===== config.mk =====
export PLATFORM = sky130hd
export DESIGN_NAME = tbq_sqrt
export DESIGN_NICKNAME = d
export VERILOG_FILES = /design/src/tbq_sqrt.sv
export SDC_FILE = /design/constraint.sdc
export NUM_CORES = 1
export LEC_CHECK = 0
export BUFFER_PORTS_ARGS = -buffer_cell sky130_fd_sc_hd__buf_4
export CAP_MARGIN = 30
export CORE_MARGIN = 2
export CORE_UTILIZATION = 35
export CTS_CLUSTER_SIZE = 30
export DETAILED_ROUTE_END_ITERATION = 16
export HOLD_SLACK_MARGIN = 0.12
export MAX_ROUTING_LAYER = met4
export PLACE_DENSITY = 0.47
export SLEW_MARGIN = 20
export SYNTH_ARGS = -nofsm -noshare
export SYNTH_HDL_FRONTEND = slang
export SYNTH_SLANG_ARGS = --single-unit

===== constraint.sdc =====
create_clock -name clk -period 3.2 [get_ports clk]
set_input_delay 0.48 -clock clk [delete_from_list [all_inputs] [get_ports clk]]
set_output_delay 0.48 -clock clk [all_outputs]
set_load 0.02 [all_outputs]

===== src/tbq_sqrt.sv =====
// ----------------------------------------------------------------------------
// tbq_sqrt
// Pipelined integer square root, one root bit per stage, rounded to nearest
// in a final stage.
// ----------------------------------------------------------------------------
module tbq_sqrt #(
	parameter int W = 30
) (
	input  logic         clk,
	input  logic         en,
	input  logic [W-1:0] d,
	output logic [W/2:0] root
);

	localparam int N  = W / 2;
	localparam int RW = N + 3;

	logic [W-1:0]  rad_sn  [1:N-1];
	logic [RW-1:0] rem_sn  [1:N];
	logic [N-1:0]  root_sn [1:N];
	logic [N:0]    root_q;

	for (genvar k = 1; k <= N; k++) begin : g_step
		logic [W-1:0]  rad_in;
		logic [RW-1:0] rem_in;
		logic [N-1:0]  root_in;
		logic [RW-1:0] rem_sh;
		logic [RW-1:0] trial;

		if (k == 1) begin : g_first
			assign rad_in  = d;
			assign rem_in  = '0;
			assign root_in = '0;
		end else begin : g_next
			assign rad_in  = rad_sn[k-1];
			assign rem_in  = rem_sn[k-1];
			assign root_in = root_sn[k-1];
		end

		assign rem_sh = {rem_in[RW-3:0], rad_in[W-1:W-2]};
		assign trial  = {1'b0, root_in, 2'b01};

		always_ff @(posedge clk) begin
			if (en) begin
				if (rem_sh >= trial) begin
					rem_sn[k]  <= rem_sh - trial;
					root_sn[k] <= {root_in[N-2:0], 1'b1};
				end else begin
					rem_sn[k]  <= rem_sh;
					root_sn[k] <= {root_in[N-2:0], 1'b0};
				end
			end
		end

		if (k < N) begin : g_rad
			always_ff @(posedge clk) begin
				if (en) begin
					rad_sn[k] <= rad_in << 2;
				end
			end
		end
	end

	// round up when the remainder exceeds the root
	always_ff @(posedge clk) begin
		if (en) begin
			root_q <= {1'b0, root_sn[N]} +
				{{N{1'b0}}, (rem_sn[N] > {3'b000, root_sn[N]})};
		end
	end

	assign root = root_q;

endmodule


---- Word-level counts from Yosys, hierarchy flattened ----
Memories as Yosys holds them, arrays and structs flattened.
Cells that the tools add are included.
word-level totals
  memories kept ........................... 3
  latch bits .............................. 0
  ROM bits ................................ 0
  bits in writable memories ............... 887
  bits in registers ....................... 16
  input port bits ......................... 32
  output and inout bits ................... 16
cells by class
  reductions and logical operators ........ 0
  shift operators ......................... 0
  add/sub/neg operators ................... 16
  magnitude comparators ................... 16
  divide/modulo/power cells ............... 0
  multiply operators ...................... 0
  bitwise operators ....................... 30
  mux-type cells .......................... 122
  equality and inequality tests ........... 0
memories
  memory   words  width  rd ports  clocked after memory_dff  write ports  RTL line  source
  rad_sn   14     28     14        0                         14           18        logic [W-1:0] rad_sn [1:N-1];
  rem_sn   15     18     15        0                         15           19        logic [RW-1:0] rem_sn [1:N];
  root_sn  15     15     15        0                         15           20        logic [N-1:0] root_sn [1:N];
operator list
  cell                                                                count
  two-way mux 18 bit                                                  15
  greater-or-equal comparator 18 x 17 -> 1 bit                        14
  subtractor 18 x 17 -> 18 bit                                        14
  two-way mux 15 bit                                                  15
  two-way mux 1 bit                                                   92
  bitwise OR 1 bit                                                    30
  greater-than comparator 18 x 15 -> 1 bit                            1
  adder 15 x 1 -> 16 bit                                              1
  subtractor 2 x 1 -> 3 bit (second input constant)                   1
  greater-or-equal comparator 2 x 1 -> 1 bit (second input constant)  1

---- Depth between registers and ports, before layout ----
Gate-level depths: netlist (run 1).
An unclocked memory read counts as a cell.
  depth in word-level cells ............... 6
  depth in mapped cells ................... 14

---- Worst setup path before layout (run 1) ----
Ideal clock, no wire load.
  path type ............................... flip-flop to flip-flop
  start ................................... register, netlist name rem_sn[0][204]
  end ..................................... register, netlist name rem_sn[0][224]
  path slack .............................. 0.452 ns
  clock period less this slack ............ 2.748 ns
  data required time ...................... 2.940 ns
  cell stages (with the launch flop) ...... 11
  data arrival time ....................... 2.488 ns
  setup time .............................. 0.260 ns
  cell sequence ........................... edfxtp_1 ha_1 clkbuf_1 and4_1 and3_1 a21boi_1 o31ai_1 and3_1 buf_2 buf_2 mux2_2

==> flow_summary.yaml, run 1 <==
placement:
  dp.cells: 3191
  hpwlAfterDp_mm: 39.2
  gp_congestion: 0.869
  portBuffers: 47
  placed_area_um2: 29400
run:
  maxCapViolCount: 0
floorplan:
  coreArea_um2: 77600
  die_y_um: 284
  ios: 48
  die-area_um2: 80700
  rows: 102
  initial_core_util: 0.354
  die_w_um: 284
detailed_routing:
  route.met2.wl_mm: 24.9
  drt-pass1-iter-count: 5
  wire_per_inst_um: 16.1
  wl_mm: 53.9
  wl_met3_mm: 2.51
  wl_met1_mm: 24.8
  first_iter_violations: 1154
  drtAntennaViolNets: 0
  viasPerCell: 4.86
  post-route-drc-count: 0
  vias: 16200
  route.top_layer_used: "met4"
final_layout:
  layout.nets: 2436
  final_layout_size_suffix_gt1_frac: 0.119
  antenna_cells: 0
  syn2layout_area_growth_pct: 16.2
  stdcell_count: 3341
  final_area_um2: 31900
grt:
  first_global_vias: 16300
  grt_max_degree: 116
  track_usage: 0.138
  overflow: 0
  antenna_found_initial: 0
  grt_pass1_wl_mm: 86.7
synth:
  synth_cell_types: 75
  ys_seq_area_frac: 0.625
  ys_ff_latch: 572
  synth_flop_cell: "edfxtp_1"
  syn-num-nets: 2292
  yosysTopAreaCell: "edfxtp_1"
  avgSynthCellArea_um2: 13.1
  ys_async_sr_fraction: 0
  yosysWarningCount: 0
  synth.cell_area_um2: 27500
  synth_most_common_cell: "edfxtp_1"
  yosysTopAreaCellShare: 0.625
  synthTopCellsByCount: "edfxtp_1 (572), inv_1 (183), ha_1 (155)"
  synth-edff-count: 572
  syn_inst: 2105
  ys_top_cells_by_area: "edfxtp_1 (63%), ha_1 (7.1%), xnor2_1 (2.8%), xor2_1 (2.6%), inv_1 (2.5%)"
sta:
  holdWs_ns: 0.217
  relSlewSlack: 0.358
  fin_skew_ns: 0.0408
  finalCritPeriodShare: 0.958
  setup_viol: 0
  max_freq_mhz: 326
  timing_hold_violations_final: 0
  slew_violations: 0
  period_minus_slack_ns: 3.07
  grt_setup_unrepaired: "true"
  tightest_slew_ns: 0.955
critical_path:
  worstPathMaxFanout: 4
  cp_num_buf_inv: 1
  r2r_start: "root_sn[0][228]"
  crit_slowest_cell: "a211oi_1"
  path_depth: 13
  crit_path_end_kind: "register"
  critPathKind: "reg -> reg"
  crit_start: "root_sn[0][228]"
  cpPeakStageDelay_ns: 0.40
  arrival_ns: 3.43
  path_delay_family: "compound AO/OA/AOI/OAI gates"
  crit_chain: "inv_1 -> ha_1 -> a21o_1 -> a21o_1 -> a211oi_1 -> o221ai_1 -> a211oi_1 -> o21ai_1 -> ha_2 -> and3_1 -> nand4_1 -> nor3_1 -> xnor2_1"
  critPathLaunchType: "register"
  reg2reg_depth: 13
  worstPathRequired_ns: 3.56
cts:
  cts_setup_buffers: 0
  cts_buffers: 68
  clock-root-buffer: "clkbuf_16"
  cts_tree: "yes"
  clkSinkCount: 572
  cts_buffer_depth: 3
  ctsHtreeMaxLevel: 3
  clk_pin_slew_worst_paths_ns: 0.06
  worstSkewPairLatency_ns: 0.61
status:
  status: "finished clean"
worst_hold_path:
  min_path_type: "in -> reg"
  hold_depth: 1
  worstHoldStart: "en"
pwr:
  total_power_mw: 20.7
  power_density_nw_per_um2: 649
  ir_drop_v: 0.000358
  power_leakage_nw: 12.3
[cell families after synthesis]
logic type	count (synthesis)	share of synthesized area
AO/OA/AOI/OAI	395	0.0928
XOR/XNOR	171	0.0545
adder cells (fa/ha/maj)	155	0.0706
buffers and inverters	231	0.0324
flip-flops	572	0.625
multiplexers	70	0.0281
AND/OR/NAND/NOR	511	0.0964
[per-stage QoR]
| stage | util | setup WS, ns | setup TNS (ns) |
|---|---|---|---|
| after floorplan | - | 0.452 | 0 |
| after global placement | 0.379 | 0.0618 | 0 |
| after detailed placement | 0.379 | 0.0580 | 0 |
| after CTS | 0.411 | 0.0239 | 0 |
| after global routing | 0.411 | -0.0398 | -0.0874 |
| final | 0.411 | 0.134 | 0 |
[power breakdown]
| group | total [mW] | switching [mW] | leakage [nW] | internal [mW] |
|---|---|---|---|---|
| logic | 3.39 | 1.85 | 5.78 | 1.54 |
| clock network | 7.57 | 3.08 | 1.07 | 4.49 |
| registers | 9.77 | 0.481 | 5.48 | 9.29 |
[metal layers]
layer / vias to the layer above / track usage
met2: 287 / 0.216
li1: 8089 / -
met4: 0 / 0.0551
met1: 7752 / 0.175
met3: 108 / 0.0273
met5: - / -
[state kept, by name, indices dropped and copies added, names as in the netlist]
register and cells:
rad_sn 210, root 16, root_sn 120, rem_sn 226
[cell type report]
type | count | area [um^2]
clock buffers | 85 | 1790
multi-input cells | 1302 | 9440
inverters | 184 | 691
flip-flops and latches | 572 | 17200
clock inverters | 37 | 438
fillers | 7287 | 45700
well taps | 1040 | 1300
repair buffers | 121 | 1100
[worst paths after layout]
check                         to  slack [ns]
hold / removal     rad_sn[0][96]        0.22
hold reg to reg   rad_sn[0][302]        0.41
setup / recovery        root[13]        0.13
setup reg to reg        root[13]        0.13
[cell usage in the layout, fill, tap and decap left out, types with 27 or more instances in the layout]
master	synthesis	final
o21a_1	27	27
buf_4	2	83
edfxtp_1	572	572
dlygate4sd3_1	0	28
nor2_1	120	119
nor3_1	57	56
nand2_1	110	110
a21oi_1	113	113
inv_1	183	183
mux2_2	56	56
ha_1	155	153
a21o_1	43	43
xnor2_1	88	88
o21ai_0	87	86
xor2_1	83	83
clkbuf_16	0	69
[timing repair]
action                                  in CTS  in global routing
endpoints found under the setup margin       0                 13
gates resized for setup                      0                  5
hold buffers                                28                  0
hold endpoints to repair                    28                  0
(Power assumes the default switching activity.)
==> run 2, diff against run 1 <==
Settings changed: CELL_PAD_IN_SITES_DETAIL_PLACEMENT set to 1, CELL_PAD_IN_SITES_GLOBAL_PLACEMENT set to 1, PLACE_DENSITY 0.47 to 0.55.
Clock period 3.2 ns to 3.8 ns, I/O delays scaled along.
==> run 2 against run 1 <==
Compared with the run above: first-iteration DRC count down 30%; critical path type unchanged; clock power decreased by 16%; global-route usage increased by 1.2 points; via count shrank 0.12%; largest power group unchanged; die area did not move; critical endpoint is now rem_sn[0][221]; routed wire length rose by 8.1%; setup slack improved by 0.39 ns; register-to-register slack gained 0.39 ns; sequential power fell by 16%.
==> flow_summary.yaml, run 2 (same netlist as run 1, synthesis figures left out) <==
status:
  status: "finished clean"
detailed_routing:
  post-route-drc-count: 0
  wl_mm: 58.3
  viasPerCell: 4.88
  drtAntennaViolNets: 0
  first_iter_violations: 807
  vias: 16200
  wire_per_inst_um: 17.5
  drt-pass1-iter-count: 4
grt:
  grt_pass1_wl_mm: 93.9
  antenna_found_initial: 0
  overflow: 0
  track_usage: 0.149
  first_global_vias: 17200
  grt_max_degree: 133
placement:
  placed_area_um2: 29200
  hpwlAfterDp_mm: 43.2
  portBuffers: 47
  gp_congestion: 0.808
critical_path:
  cp_num_buf_inv: 0
  r2r_end: "rem_sn[0][221]"
  crit_path_end_kind: "register"
  worstPathRequired_ns: 4.15
  worstPathMaxFanout: 14
  arrival_ns: 3.62
  crit_slowest_cell: "and3_1"
  crit_start: "rem_sn[0][198]"
  cpPeakStageDelay_ns: 0.69
  crit_path_frequent_cell: "o31ai_1"
  path_delay_family: "compound AO/OA/AOI/OAI gates"
  crit_end: "rem_sn[0][221]"
  reg2reg_depth: 7
  r2r_start: "rem_sn[0][198]"
  path_depth: 7
  r2r_setup_slack_ns: 0.53
  critPathLaunchType: "register"
  critPathKind: "reg -> reg"
  crit_chain: "ha_1 -> nor2b_1 -> o31ai_1 -> a21boi_1 -> o31ai_1 -> and3_1 -> mux2_2"
floorplan:
  die-area_um2: 80700
  coreArea_um2: 77600
  ios: 48
  die_y_um: 284
  rows: 102
  initial_core_util: 0.354
  die_w_um: 284
sta:
  fin_skew_ns: 0.0268
  max_freq_mhz: 306
  timing_hold_violations_final: 0
  tightest_slew_ns: 0.849
  setup_viol: 0
  finalSetupTns_ns: 0
  grt_setup_unrepaired: "false"
  slew_violations: 0
  relSlewSlack: 0.434
  period_minus_slack_ns: 3.27
  finalCritPeriodShare: 0.861
cts:
  worstSkewPairLatency_ns: 0.61
  cts_tree: "yes"
  ctsResizeCount: 0
  cts_buffers: 69
  ctsHtreeMaxLevel: 3
  cts_buffer_depth: 3
  clock-root-buffer: "clkbuf_16"
  clkSinkCount: 572
  clk_pin_slew_worst_paths_ns: 0.05
final_layout:
  multi_input_area_um2: 9420
  syn2layout_area_growth_pct: 15.5
  layout_commonest_cell: "edfxtp_1"
  final_cell_mix: "edfxtp_1 (572), inv_1 (183), ha_1 (155), nor2_1 (120), a21oi_1 (113)"
  layout.nets: 2420
  final_area_um2: 31700
  final_layout_size_suffix_gt1_frac: 0.115
  fillerInstances: 8154
  seq_area_um2: 17200
  top_regs: "rem_sn: 226 flops, rad_sn: 210 flops, root_sn: 120 flops"
  regMostFlops: "rem_sn"
  antenna_cells: 0
  utilization: 0.409
  largest_reg_flops: 226
pwr:
  power_leakage_nw: 12.2
  power_switching_mw: 4.64
  pwr-share-clk: 0.365
  ir_drop_v: 0.000389
  intPower_mw: 12.8
  p_sw_frac: 0.266
  comb_power_share: 0.163
  p_seq_frac: 0.471
  power_density_nw_per_um2: 551
worst_hold_path:
  min_path_type: "in -> reg"
run:
  maxCapViolCount: 0
## run 2: changes by cell type in the layout (fill, tap and decap cells not counted), moves of 2 or more
cell | before | now
ha_2 | 2 | 0
clkbuf_1 | 16 | 11
clkinv_1 | 18 | 12
buf_12 | 9 | 3
ha_1 | 153 | 155
clkinv_2 | 6 | 15
buf_4 | 83 | 72
## run 2: worst min-delay path by stage
stage                    from        endpoint  slack [ns]  cells after the start
3_3_place_gp   rad_sn[0][269]  rad_sn[0][299]        0.40                      0
2_1_floorplan   rad_sn[0][70]  rad_sn[0][100]        0.40                      0
3_5_place_dp    rad_sn[0][77]  rad_sn[0][107]        0.41                      0
4_1_cts                 d[29]   rem_sn[0][19]        0.28                      3
6_report                d[29]   rem_sn[0][19]        0.31                      3
5_1_grt                 d[29]   rem_sn[0][19]        0.34                      3
## run 2: final cells by class
type	count	area share
repair buffers	104	0.0282
multi-input cells	1302	0.297
well taps	1040	0.0410
clock inverters	40	0.0146
inverters	184	0.0218
flip-flops and latches	572	0.541
clock buffers	80	0.0557
## run 2: power by group through the flow
stage	clock network [mW]	logic (mW)	registers, mW
final	6.39	2.86	8.23
after global routing	6.84	3.23	8.31
after CTS	6.61	2.89	8.26
after detailed placement	0	2.85	8.38
after global placement	0	2.79	8.37
after floorplan	0	2.08	8.20
## run 2: metrics by stage
step	power, mW	hold WS [ns]	worst slack (ns)	cells
3_5_place_dp	11.2	0.406	0.547	3174
5_1_grt	18.4	0.339	0.352	3322
6_report	17.5	0.314	0.528	3322
2_1_floorplan	10.3	0.400	1.05	2105
3_3_place_gp	11.2	0.401	0.618	3174
4_1_cts	17.8	0.280	0.522	3322
## run 2: worst min-delay path, cell delays in order
cell and delay (ns):
buf_4 0.08, nor2_1 0.04, a21oi_1 0.11
## run 2: per-layer routing
metal | vias to the layer above | wire length [um] | share of wire | track usage
met3 | 82 | 1640 | 0.028 | 0.0218
met1 | 7900 | 25800 | 0.44 | 0.180
met2 | 173 | 29500 | 0.51 | 0.257
li1 | 8062 | - | - | -
met5 | - | 0 | 0 | -
met4 | 0 | 1320 | 0.023 | 0.0476
## run 2: repair_timing
| item | 4_1_cts | 5_1_grt |
|---|---|---|
| setup buffers | 0 | 0 |
| hold buffers | 28 | 0 |
| hold endpoints to repair | 28 | 0 |
==> run 3, diff against run 2 <==
Clock period 3.8 ns to 4.1 ns, I/O delays scaled along.
==> run 3 against run 2 <==
Compared with the run above: register-to-register slack improved by 0.27 ns; setup slack improved by 0.27 ns; flip-flop and latch count did not move; critical endpoint is now rem_sn[0][255].
==> flow_summary.yaml, run 3 (same netlist as run 1, synthesis figures left out) <==
status:
  status: "finished clean"
grt:
  overflow: 0
  antenna_found_initial: 1
  grt_pass1_wl_mm: 95.4
  track_usage: 0.153
  grt_max_degree: 133
  first_global_vias: 17300
critical_path:
  cp_num_buf_inv: 1
  r2r_start: "rem_sn[0][241]"
  crit_slowest_cell: "o31ai_1"
  reg2reg_depth: 8
  worstPathMaxFanout: 16
  worstPathRequired_ns: 4.45
  crit_chain: "ha_1 -> and4_1 -> nand4_1 -> o31ai_1 -> nor3_1 -> a21oi_2 -> buf_4 -> mux2_2"
  crit_start: "rem_sn[0][241]"
  r2r_end: "rem_sn[0][255]"
  cpPeakStageDelay_ns: 0.50
  critPathKind: "reg -> reg"
  path_delay_family: "simple AND/OR/NAND/NOR gates"
  crit_path_end_kind: "register"
  critPathLaunchType: "register"
  r2r_setup_slack_ns: 0.79
  crit_end: "rem_sn[0][255]"
  path_depth: 8
  arrival_ns: 3.66
floorplan:
  die_w_um: 284
  die_y_um: 284
  die-area_um2: 80700
  rows: 102
  ios: 48
  initial_core_util: 0.354
  coreArea_um2: 77600
pwr:
  p_seq_frac: 0.468
  power_density_nw_per_um2: 519
  intPower_mw: 12.0
  pwr-share-clk: 0.368
  power_switching_mw: 4.33
  power_leakage_nw: 12.1
  comb_power_share: 0.163
  ir_drop_v: 0.000277
  p_sw_frac: 0.266
cts:
  clk_pin_slew_worst_paths_ns: 0.06
  ctsResizeCount: 0
  ctsHtreeMaxLevel: 3
  cts_tree: "yes"
  cts_buffer_depth: 3
  worstSkewPairLatency_ns: 0.62
  clock-root-buffer: "clkbuf_16"
  hold_buffers: 0
  cts_buffers: 67
  cts_setup_buffers: 0
  clkSinkCount: 572
detailed_routing:
  wl_mm: 59.5
  first_iter_violations: 844
  drt-pass1-iter-count: 4
  viasPerCell: 4.94
  post-route-drc-count: 0
  wire_per_inst_um: 18.1
  vias: 16300
  drtAntennaViolNets: 0
sta:
  grt_setup_unrepaired: "false"
  setup_ws_ns: 0.793
  relSlewSlack: 0.461
  slew_violations: 0
  finalSetupTns_ns: 0
  tightest_slew_ns: 0.800
  setup_viol: 0
  period_minus_slack_ns: 3.31
  max_freq_mhz: 302
  finalCritPeriodShare: 0.807
  timing_hold_violations_final: 0
  fin_skew_ns: 0.0339
  holdWs_ns: 0.167
final_layout:
  utilization: 0.405
  regMostFlops: "rem_sn"
  top_regs: "rem_sn: 226 flops, rad_sn: 210 flops, root_sn: 120 flops"
  layout.nets: 2387
  final_layout_size_suffix_gt1_frac: 0.115
  largest_reg_flops: 226
  layout_commonest_cell: "edfxtp_1"
  antenna_cells: 0
  final_cell_mix: "edfxtp_1 (572), inv_1 (183), ha_1 (155), nor2_1 (120), a21oi_1 (113)"
  syn2layout_area_growth_pct: 14.4
placement:
  place_ws_ns: 0.835
  hpwlAfterDp_mm: 44.1
  gp_congestion: 0.820
  portBuffers: 47
worst_hold_path:
  min_path_type: "in -> reg"
run:
  maxCapViolCount: 0
## run 3: power by group through the flow
stage	Combinational (mW)	Clock [mW]	Sequential [mW]
detailed placement	2.66	0	7.77
global route	3.00	6.41	7.71
global placement	2.59	0	7.76
finish	2.66	6.00	7.64
floorplan	1.93	0	7.60
CTS	2.68	6.22	7.66
## run 3: stage by stage
step	power, mW	instances	instance area, um^2
after floorplan	9.53	2105	27500
after global placement	10.4	3171	29200
after detailed placement	10.4	3171	29200
after CTS	16.6	3290	31400
after global routing	17.1	3290	31400
final	16.3	3290	31400
## run 3: per-layer routing
layer  global-route usage  up-vias  wire, um
li1                     -     7999         -
met1                0.191     7973     27100
met2                0.253      179     29000
met3               0.0217      115      1520
met4               0.0562        0      1880
met5                    -        -         0
## run 3: worst register-to-register path, stage by stage (launching register included)
cell	delay (ns)
edfxtp_1	0.40
ha_1	0.47
and4_1	0.42
nand4_1	0.28
o31ai_1	0.50
nor3_1	0.14
a21oi_2	0.15
buf_4	0.28
mux2_2	0.39
## run 3: worst min path at each step
stage / from / end / slack, ns / cells past startpoint
floorplan: rad_sn[0][70] / rad_sn[0][100] / 0.40 / 0
global placement: rad_sn[0][108] / rad_sn[0][138] / 0.40 / 0
detailed placement: rad_sn[0][247] / rad_sn[0][277] / 0.41 / 0
CTS: d[5] / rad_sn[0][33] / 0.12 / 1
global route: d[5] / rad_sn[0][33] / 0.13 / 1
finish: d[5] / rad_sn[0][33] / 0.17 / 1
## run 3: cell type report
class                   count  area, um^2
fillers                  8131       46200
flip-flops and latches    572       17200
clock inverters            43         537
well taps                1040        1300
clock buffers              76        1710
inverters                 184         691
multi-input cells        1302        9420
repair buffers             73         581
